$ cat config.mk
export PLATFORM = sky130hd
export DESIGN_NAME = serial_angle_list_to_servo_pwm_core
export DESIGN_NICKNAME = d
export VERILOG_FILES = /design/src/hw/rtl/sal2pwm_pkg.sv /design/src/hw/rtl/sal2pwm_in_reg.sv /design/src/hw/rtl/sal2pwm_parser.sv /design/src/hw/rtl/serial_angle_list_to_servo_pwm_core.sv
export SDC_FILE = /design/constraint.sdc
export NUM_CORES = 1
export LEC_CHECK = 0
export BUFFER_PORTS_ARGS = -buffer_cell sky130_fd_sc_hd__buf_4
export CORE_MARGIN = 8
export CORE_UTILIZATION = 30
export CTS_BUF_LIST = sky130_fd_sc_hd__clkbuf_16
export DETAILED_ROUTE_END_ITERATION = 10
export PLACE_DENSITY = 0.51
export SYNTH_ARGS = -nofsm -noshare
export SYNTH_HDL_FRONTEND = slang
export SYNTH_HIERARCHICAL = 1
export SYNTH_SLANG_ARGS = --single-unit
export TNS_END_PERCENT = 30
$ cat constraint.sdc
create_clock -name clk_i -period 6.81 [get_ports clk_i]
set_input_delay 0.681 -clock clk_i [delete_from_list [all_inputs] [get_ports clk_i]]
set_output_delay 0.681 -clock clk_i [all_outputs]
set_load 0.005 [all_outputs]
$ cat src/hw/rtl/sal2pwm_pkg.sv
package sal2pwm_pkg;

  localparam int unsigned LINE_CAPACITY = 20;
  localparam int unsigned ANGLE_SLOTS   = 4;

  localparam int unsigned ANGLE_MAX   = 180;
  localparam int unsigned WIDE_BASE   = 71;
  localparam int unsigned WIDE_TOP    = 312;
  localparam int unsigned NARROW_BASE = 2;
  localparam int unsigned NARROW_TOP  = 50;
  localparam int unsigned RADIX       = 10;

  localparam int unsigned CHAR_W   = 8;
  localparam int unsigned ACC_W    = 16;
  localparam int unsigned ANGLE_W  = 8;
  localparam int unsigned WIDE_W   = 9;
  localparam int unsigned NARROW_W = 6;
  localparam int unsigned CNT_W    = $clog2(LINE_CAPACITY);
  localparam int unsigned FOUND_W  = $clog2(ANGLE_SLOTS + 1);
  localparam int unsigned LUT_N    = 2 ** ANGLE_W;

  localparam logic [CHAR_W-1:0] CH_LF    = 8'h0a;
  localparam logic [CHAR_W-1:0] CH_CR    = 8'h0d;
  localparam logic [CHAR_W-1:0] CH_COMMA = 8'h2c;
  localparam logic [CHAR_W-1:0] CH_NUL   = 8'h00;
  localparam logic [CHAR_W-1:0] CH_ZERO  = 8'h30;
  localparam logic [CHAR_W-1:0] CH_NINE  = 8'h39;

  typedef logic [WIDE_W-1:0]   wide_lut_t   [LUT_N];
  typedef logic [NARROW_W-1:0] narrow_lut_t [LUT_N];

  typedef struct packed {
    logic              valid;
    logic [CHAR_W-1:0] ch;
  } in_stage_t;

  function automatic wide_lut_t build_wide_lut();
    wide_lut_t   t;
    int unsigned a;
    for (int unsigned i = 0; i < LUT_N; i++) begin
      a = (i > ANGLE_MAX) ? ANGLE_MAX : i;
      t[i] = WIDE_W'(WIDE_BASE + (a * (WIDE_TOP - WIDE_BASE)) / ANGLE_MAX);
    end
    return t;
  endfunction

  function automatic narrow_lut_t build_narrow_lut();
    narrow_lut_t t;
    int unsigned a;
    for (int unsigned i = 0; i < LUT_N; i++) begin
      a = (i > ANGLE_MAX) ? ANGLE_MAX : i;
      t[i] = NARROW_W'(NARROW_BASE + (a * (NARROW_TOP - NARROW_BASE)) / ANGLE_MAX);
    end
    return t;
  endfunction

  localparam wide_lut_t   WIDE_LUT   = build_wide_lut();
  localparam narrow_lut_t NARROW_LUT = build_narrow_lut();

endpackage

$ cat src/hw/rtl/sal2pwm_in_reg.sv
module sal2pwm_in_reg (
  input  logic                          clk_i,
  input  logic                          rst_ni,
  input  logic                          rx_valid_i,
  output logic                          rx_stall_o,
  input  logic [sal2pwm_pkg::CHAR_W-1:0] rx_char_i,
  input  logic                          take_i,
  output sal2pwm_pkg::in_stage_t        stage_o
);
  import sal2pwm_pkg::*;

  logic              valid_q;
  logic [CHAR_W-1:0] char_q;

  assign rx_stall_o = valid_q && !take_i;

  always_ff @(posedge clk_i or negedge rst_ni) begin
    if (!rst_ni) begin
      valid_q <= 1'b0;
    end else if (!rx_stall_o) begin
      valid_q <= rx_valid_i;
    end
  end

  always_ff @(posedge clk_i) begin
    if (!rx_stall_o && rx_valid_i) begin
      char_q <= rx_char_i;
    end
  end

  assign stage_o.valid = valid_q;
  assign stage_o.ch    = char_q;

endmodule

$ cat src/hw/rtl/sal2pwm_parser.sv
module sal2pwm_parser (
  input  logic                            clk_i,
  input  logic                            rst_ni,
  input  logic                            cfg_we_i,
  input  logic                            cfg_wdata_i,
  input  sal2pwm_pkg::in_stage_t          stage_i,
  output logic                            take_o,
  output logic                            pos_valid_o,
  input  logic                            pos_stall_i,
  output logic [sal2pwm_pkg::WIDE_W-1:0]   pos_wide_a_o,
  output logic [sal2pwm_pkg::WIDE_W-1:0]   pos_wide_b_o,
  output logic [sal2pwm_pkg::NARROW_W-1:0] pos_narrow_a_o,
  output logic [sal2pwm_pkg::NARROW_W-1:0] pos_narrow_b_o,
  output logic                            applied_o
);
  import sal2pwm_pkg::*;

  logic                mode_q;
  logic [CNT_W-1:0]    count_q, count_d;
  logic [ACC_W-1:0]    acc_q, acc_d;
  logic [FOUND_W-1:0]  found_q, found_d;
  logic [ANGLE_W-1:0]  store_q [ANGLE_SLOTS];
  logic [ANGLE_W-1:0]  store_d [ANGLE_SLOTS];
  logic [WIDE_W-1:0]   wide_a_q, wide_b_q;
  logic [NARROW_W-1:0] narrow_a_q, narrow_b_q;
  logic                applied_q;
  logic                out_valid_q, out_valid_d;

  logic                is_eol, is_digit, is_sep;
  logic                active, eol_now, end_val, apply;
  logic [ANGLE_W-1:0]  clamped;
  logic [ANGLE_W-1:0]  slot_ang [4];

  assign is_eol   = (stage_i.ch == CH_LF) || (stage_i.ch == CH_CR);
  assign is_digit = (stage_i.ch >= CH_ZERO) && (stage_i.ch <= CH_NINE);
  assign is_sep   = (stage_i.ch == CH_COMMA) || (stage_i.ch == CH_NUL);

  assign take_o  = !(mode_q && is_eol && out_valid_q && pos_stall_i);
  assign active  = stage_i.valid && take_o && mode_q;
  assign eol_now = active && is_eol;

  assign clamped = (acc_q > ACC_W'(ANGLE_MAX)) ? ANGLE_W'(ANGLE_MAX) : acc_q[ANGLE_W-1:0];

  always_comb begin
    count_d = count_q;
    acc_d   = acc_q;
    found_d = found_q;
    end_val = 1'b0;
    for (int k = 0; k < ANGLE_SLOTS; k++) begin
      store_d[k] = store_q[k];
    end
    if (active) begin
      if (is_eol) begin
        end_val = 1'b1;
      end else if (count_q < CNT_W'(LINE_CAPACITY - 1)) begin
        count_d = count_q + CNT_W'(1);
        if (is_digit) begin
          acc_d = ACC_W'({acc_q, 3'b000} + {acc_q, 1'b0} + ACC_W'(stage_i.ch - CH_ZERO));
        end else if (is_sep) begin
          end_val = 1'b1;
        end
      end
    end
    if (end_val && (found_q < FOUND_W'(ANGLE_SLOTS))) begin
      for (int k = 0; k < ANGLE_SLOTS; k++) begin
        if (found_q == FOUND_W'(k)) begin
          store_d[k] = clamped;
        end
      end
      found_d = found_q + FOUND_W'(1);
      acc_d   = '0;
    end
    apply = eol_now && (found_d == FOUND_W'(ANGLE_SLOTS));
    if (eol_now) begin
      count_d = '0;
      acc_d   = '0;
      found_d = '0;
    end
  end

  always_comb begin
    for (int k = 0; k < 4; k++) begin
      slot_ang[k] = '0;
      if (k < ANGLE_SLOTS) begin
        slot_ang[k] = store_d[k];
      end
    end
  end

  assign out_valid_d = (out_valid_q && pos_stall_i) || eol_now;

  always_ff @(posedge clk_i or negedge rst_ni) begin
    if (!rst_ni) begin
      mode_q      <= 1'b0;
      count_q     <= '0;
      acc_q       <= '0;
      found_q     <= '0;
      out_valid_q <= 1'b0;
      applied_q   <= 1'b0;
      wide_a_q    <= '0;
      wide_b_q    <= '0;
      narrow_a_q  <= '0;
      narrow_b_q  <= '0;
      for (int k = 0; k < ANGLE_SLOTS; k++) begin
        store_q[k] <= '0;
      end
    end else begin
      if (cfg_we_i) begin
        mode_q <= cfg_wdata_i;
      end
      count_q     <= count_d;
      acc_q       <= acc_d;
      found_q     <= found_d;
      out_valid_q <= out_valid_d;
      for (int k = 0; k < ANGLE_SLOTS; k++) begin
        store_q[k] <= store_d[k];
      end
      if (eol_now) begin
        applied_q <= apply;
      end
      if (apply) begin
        wide_a_q   <= WIDE_LUT[slot_ang[0]];
        wide_b_q   <= WIDE_LUT[slot_ang[1]];
        narrow_a_q <= NARROW_LUT[slot_ang[2]];
        narrow_b_q <= NARROW_LUT[slot_ang[3]];
      end
    end
  end

  assign pos_valid_o    = out_valid_q;
  assign pos_wide_a_o   = wide_a_q;
  assign pos_wide_b_o   = wide_b_q;
  assign pos_narrow_a_o = narrow_a_q;
  assign pos_narrow_b_o = narrow_b_q;
  assign applied_o      = applied_q;

endmodule

$ cat src/hw/rtl/serial_angle_list_to_servo_pwm_core.sv
// Parses lines of comma- or NUL-separated decimal angles from a serial
// receiver into four held servo compare values while serial mode is on;
// otherwise characters are taken and ignored. Throughput is one character
// transfer per clock while no line end waits on a stalled result; a
// character passes an input register and then updates the parser state.
// A CR or LF loads the result register at the edge where it leaves the
// input register; that result transfer carries the held compare values
// and an applied flag. Only line-end characters wait on a stalled result;
// later characters queue behind them. Angle to compare conversion uses
// constant lookup tables, so there is no multi-cycle unit.
module serial_angle_list_to_servo_pwm_core (
  input  logic                            clk_i,
  input  logic                            rst_ni,
  input  logic                            cfg_we_i,
  input  logic                            cfg_wdata_i,
  input  logic                            rx_valid_i,
  output logic                            rx_stall_o,
  input  logic [sal2pwm_pkg::CHAR_W-1:0]   rx_char_i,
  output logic                            pos_valid_o,
  input  logic                            pos_stall_i,
  output logic [sal2pwm_pkg::WIDE_W-1:0]   pos_wide_a_o,
  output logic [sal2pwm_pkg::WIDE_W-1:0]   pos_wide_b_o,
  output logic [sal2pwm_pkg::NARROW_W-1:0] pos_narrow_a_o,
  output logic [sal2pwm_pkg::NARROW_W-1:0] pos_narrow_b_o,
  output logic                            applied_o
);
  import sal2pwm_pkg::*;

  in_stage_t stage;
  logic      take;

  sal2pwm_in_reg u_in_reg (
    .clk_i      (clk_i),
    .rst_ni     (rst_ni),
    .rx_valid_i (rx_valid_i),
    .rx_stall_o (rx_stall_o),
    .rx_char_i  (rx_char_i),
    .take_i     (take),
    .stage_o    (stage)
  );

  sal2pwm_parser u_parser (
    .clk_i          (clk_i),
    .rst_ni         (rst_ni),
    .cfg_we_i       (cfg_we_i),
    .cfg_wdata_i    (cfg_wdata_i),
    .stage_i        (stage),
    .take_o         (take),
    .pos_valid_o    (pos_valid_o),
    .pos_stall_i    (pos_stall_i),
    .pos_wide_a_o   (pos_wide_a_o),
    .pos_wide_b_o   (pos_wide_b_o),
    .pos_narrow_a_o (pos_narrow_a_o),
    .pos_narrow_b_o (pos_narrow_b_o),
    .applied_o      (applied_o)
  );

endmodule

# Word-level counts from Yosys, hierarchy flattened
# Memory sizes are Yosys's and may differ from the RTL's. A register that Yosys moved wholly into a read port is not among the register bits.
# Index checks and enable logic that the tools add are counted.
[totals]
elab_cells = 92
out_inout_bits = 33
rom_bits = 7680
mem_count = 4
register_bits = 68
[classes]
n_bitwise = 4
eq_ne = 9
mux = 23
magnitude_cmp = 5
reduce_logical = 30
addsub = 5
[memory_table]
columns = ["name", "words", "width", "rd", "rd_ports_with_merged_regs", "wr", "line_no", "source"]
rows = [
  ["(name not given)", 256, 9, 1, 1, 0, "sal2pwm_parser.sv:122", "wide_a_q <= WIDE_LUT[slot_ang[0]];"],
  ["(name not given)", 256, 9, 1, 1, 0, "sal2pwm_parser.sv:123", "wide_b_q <= WIDE_LUT[slot_ang[1]];"],
  ["(name not given)", 256, 6, 1, 1, 0, "sal2pwm_parser.sv:124", "narrow_a_q <= NARROW_LUT[slot_ang[2]];"],
  ["(name not given)", 256, 6, 1, 1, 0, "sal2pwm_parser.sv:125", "narrow_b_q <= NARROW_LUT[slot_ang[3]];"],
]
[ops]
columns = ["operator", "count"]
rows = [
  ["$mux W16", 6],
  ["$mux W8", 5],
  ["$not A8 Y9", 4],
  ["$add A16 B16 Y16", 2],
  ["$mux W32", 1],
  ["$mux W5", 4],
  ["$eq A8 B4 Y1 const B", 2],
  ["$gt A16 B8 Y1 const B", 1],
  ["$logic_and A1 B1 Y1", 12],
  ["$reduce_bool A3 Y1", 3],
  ["$sub A8 B6 Y9 const B", 1],
  ["$eq A8 B6 Y1 const B", 1],
  ["$ge A8 B6 Y1 const B", 1],
  ["$le A8 B6 Y1 const B", 1],
  ["$logic_not A8 Y1", 1],
  ["$eq A3 B2 Y1 const B", 2],
  ["$logic_not A1 Y1", 6],
  ["$mux W3", 2],
  ["$add A5 B1 Y5 const B", 1],
  ["$lt A5 B5 Y1 const B", 1],
  ["$mux W1", 5],
  ["$reduce_and A4 Y1", 1],
  ["$reduce_bool A2 Y1", 2],
  ["$add A3 B1 Y3 const B", 1],
  ["other kinds (8)", 10],
]

# Depth between registers and ports, before layout
[depth]
ltp_word = 13
depth_mapped = 22
mapped_depth_nobuf = 20

# By module
# Netlist, hierarchy kept.
[modules_own_cells]
columns = ["module", "seq_area_each_um2", "area_per_inst_um2", "instances", "cells_per_inst"]
rows = [
  ["sal2pwm_parser", 2227.1, 9295.2, 1, 1216],
  ["sal2pwm_in_reg", 265.3, 305.3, 1, 14],
]

# Least setup slack after synthesis
# Ideal clock, no wire load.
[synth_path]
kind = "flip-flop to flip-flop"
from = "register u_in_reg.char_q[4]"
to = "register u_parser.wide_a_q[7] (netlist: u_parser/pos_wide_a_o[7])"
t_required_ps = 6693
path_buffers = 3
arrival_ps = 4020
setup_time_ps = 117
path_slack_ps = 2672
path_stages_with_launch = 21
period_less_slack_ps = 4138
cell_sequence = "edfxtp_1 inv_1 ha_1 nor3b_1 o211a_1 o21ai_1 o22ai_2 buf_6 nand2_4 clkbuf_1 nand2_1 a21boi_0 inv_1 ha_1 clkbuf_1 a21oi_1 o21ai_0 a21oi_1 o32ai_1 nand2_1 nand2_1"
[synth_lines]
columns = ["item", "line_no", "source"]
rows = [
  ["start: declaration", "sal2pwm_in_reg.sv:13", "logic [CHAR_W-1:0] char_q;"],
  ["start signal: assignment", "sal2pwm_in_reg.sv:27", "char_q <= rx_char_i;"],
  ["end: declaration", "sal2pwm_parser.sv:24", "logic [WIDE_W-1:0] wide_a_q, wide_b_q;"],
]

==> results.ini <==
[run_status]
status=finished clean

[synth]
syn_area_um2=9600
synth_fp_nets=1303
ys_warn_count=6
async_reset_ff_share_pct=91.8
ys_ff_latch=98
ys_seq_area_share_pct=26.0
syn_avg_cell_area_um2=7.81
postSynthCellCount=1230
synth.distinct_cells=99
ys.flop_type=dfrtp_1
synth_edf_count=8

[timing]
layout_min_cycle_time_ps=5070
fin_ws_ps=1740
clock.fmax_ghz=0.197
setup_viol=0
hold_violations=0
fin_setup_tns_ps=0
relSlewSlack_pct=20.0
drv_slew=0
rsz0062_at_grt=false
clock_skew_ps=13.3
period_share_pct=74.4
worst-slew-pin-transition_ps=1190

[global_routing]
grt_pass1_wl_um=51400
antenna_found_initial=0
globalRouteOverflowTotal=0
track_usage_pct=16.4
grt_max_degree=70
grt_pass1_vias=9160

[place]
place_congestion=0.884
placed_cell_area_um2=10200
pre_cts_slack_ps=1850
dp_hpwl_um=22600
port_buffers=46

[finish]
antennaDiodeCount=0
final-seq-area_um2=2490
drive_gt1_share_pct=11.6
area_growth_pct=8.88
multi_input_area_um2=6510
fill_cells=3418
nets=1295
design_area_um2=10500
post-route-util_pct=33.1

[route]
vias=9570
postRouteAntennaNets=0
drc_errors=0
first_iter_violations=921
avgViaCountPerCell=5.87
wirelength_um=31600
drt_pass1_iterations=6
avgRoutedWirePerCell_um=19.4

[cts]
cts-buffers-inserted=9
cts_resized=0
cts_setup_buffers=0
cts-root-buf=clkbuf_16
cts_sinks=98
htreeDepth=3
clk_path_buf_depth=2
clock_latency_ps=380
cts_hold_buffers=0
cts_tree=yes
clk_pin_slew_worst_paths_ps=80

[die]
rows=65
num_io_pins=47
dieArea_um2=38000
initial_core_util_pct=30.4
coreArea_um2=31600
die_y_um=195
die_w_um=195

[run]
cap_violations=0

[setup_path]
worstPathMaxFanout=21
crit_start=u_in_reg/char_q[4]$_DFFE_PP_
cp-end-kind=flip-flop
critPathKind=reg -> reg
reg2reg_from=u_in_reg/char_q[4]$_DFFE_PP_
required_ps=7120
worstSetupStartpointType=flip-flop
worstPathArrival_ps=5380

[power]
p_per_area_nw_per_um2=277
p_total_uw=2890
p_leak_uw=0.00443
irDropWorstVdd_mv=0.231

[hold_path]
hold_class=in -> async

-- final timing paths --
path	cells past startpoint	to	slack (ps)
setup / recovery	17	u_parser/pos_wide_a_o[7]$_DFFE_PN0P_	1740
hold / removal	1	u_parser/pos_narrow_b_o[2]$_DFFE_PN0P_	190
setup reg to reg	17	u_parser/pos_wide_a_o[7]$_DFFE_PN0P_	1740
hold reg to reg	2	u_parser/pos_wide_a_o[6]$_DFFE_PN0P_	470
max in group asynchronous	2	u_parser/acc_q[7]$_DFFE_PN0P_	5360
min in group clk_i	2	u_parser/pos_wide_a_o[6]$_DFFE_PN0P_	470
-- worst max-delay path, stage by stage, from the launching register on --
cell,delay [ps]
edfxtp_1,450
inv_1,150
ha_1,180
nor3b_1,340
o211a_1,180
o21ai_1,160
o22ai_2,390
buf_4,350
nand2_4,190
nand2_1,120
a21boi_0,520
inv_1,200
ha_1,380
a21oi_1,570
o21ai_0,300
o32ai_1,350
nand2_1,90
nand2_1,80
-- cells by family (layout without fill, tap and decap cells) --
| group | count (synthesis) | after routing | share of synthesized area (%) |
|---|---|---|---|
| buf+inv | 145 | 142 | 6.40 |
| xor+xnor | 26 | 26 | 2.37 |
| flops | 98 | 98 | 26.0 |
| simple gates | 412 | 412 | 20.2 |
| fa+ha+maj | 60 | 60 | 8.81 |
| mux | 28 | 28 | 3.43 |
| compound gates | 461 | 461 | 32.8 |
-- cells in the final DEF (no fill, tap or decap), types with 21 or more instances in the layout --
| cell | synthesis | routed |
|---|---|---|
| nand3_1 | 40 | 40 |
| buf_4 | 6 | 57 |
| nand2_1 | 142 | 142 |
| dfrtp_1 | 90 | 90 |
| nor2_1 | 105 | 104 |
| o21ai_0 | 75 | 74 |
| a21oi_1 | 105 | 105 |
| ha_1 | 46 | 46 |
| nor3_1 | 39 | 39 |
| inv_1 | 50 | 51 |
| o211ai_1 | 21 | 21 |
| o21ai_1 | 24 | 24 |
| a31oi_1 | 30 | 30 |
-- Yosys cell counts, types with 8 or more instances --
library cell  instances  area [um2]
nand2_1             142         533
a21oi_1             105         526
nor2_1              105         394
dfrtp_1              90        2250
o21ai_0              75         375
inv_1                50         188
ha_1                 46         576
nand3_1              40         200
nor3_1               39         195
buf_2                32         160
a31oi_1              30         188
clkbuf_1             30         113
o21ai_1              24         120
o211ai_1             21         158
mux2i_1              20         200
inv_2                19        71.3
xnor2_1              18         158
a21o_1               17         128
nor4_1               15        93.8
a211oi_1             14         105
a22o_1               14         123
o22ai_1              14        87.6
o31ai_1              14         105
fa_1                 13         260
o221ai_1             11        96.3
and3_1               10        62.6
nand4_1              10        62.6
o21a_1               10        75.1
a221oi_1              8        70.1
edfxtp_1              8         240
xor2_1                8        70.1
-- per-layer routing --
layer,vias to the layer above,routed length [um],global-route usage [%]
met5,-,0,0
met4,0,692,5.36
met3,53,1890,2.78
met2,379,14000,25.3
met1,4573,15000,23.0
li1,4565,-,-
-- flip-flops by register name, indices dropped and copies added (netlist names) --
| register | cells |
|---|---|
| u_in_reg/char_q | 8 |
| u_in_reg/valid_q | 1 |
| u_parser/acc_q | 16 |
| u_parser/applied_o | 1 |
| u_parser/count_q | 5 |
| u_parser/found_q | 3 |
| u_parser/mode_q | 1 |
| u_parser/pos_narrow_a_o | 6 |
| u_parser/pos_narrow_b_o | 6 |
| u_parser/pos_valid_o | 1 |
| u_parser/pos_wide_a_o | 9 |
| u_parser/pos_wide_b_o | 9 |
| u_parser/store_q | 32 |
-- layout make-up --
cell class / instances / share of cell area (%)
multi-input combinational: 987 / 62.3
sequential: 98 / 23.8
tap: 402 / 4.81
timing repair buffer: 57 / 4.09
inverter: 69 / 2.48
clock buffer: 9 / 2.15
clock inverter: 7 / 0.359
-- stage by stage --
step | std cells | hold slack [ps]
floorplan | 1230 | 385
global placement | 1613 | 465
detailed placement | 1613 | 466
CTS | 1629 | 196
global route | 1629 | 210
finish | 1629 | 186
-- report_power, final --
| part | internal (uW) | leakage (uW) | total, uW | switching, uW |
|---|---|---|---|---|
| Combinational | 548 | 0.00301 | 1630 | 1080 |
| Sequential | 647 | 0.00129 | 761 | 114 |
| Clock | 244 | 0.000130 | 500 | 256 |
Power figures use the tool's default switching activity.
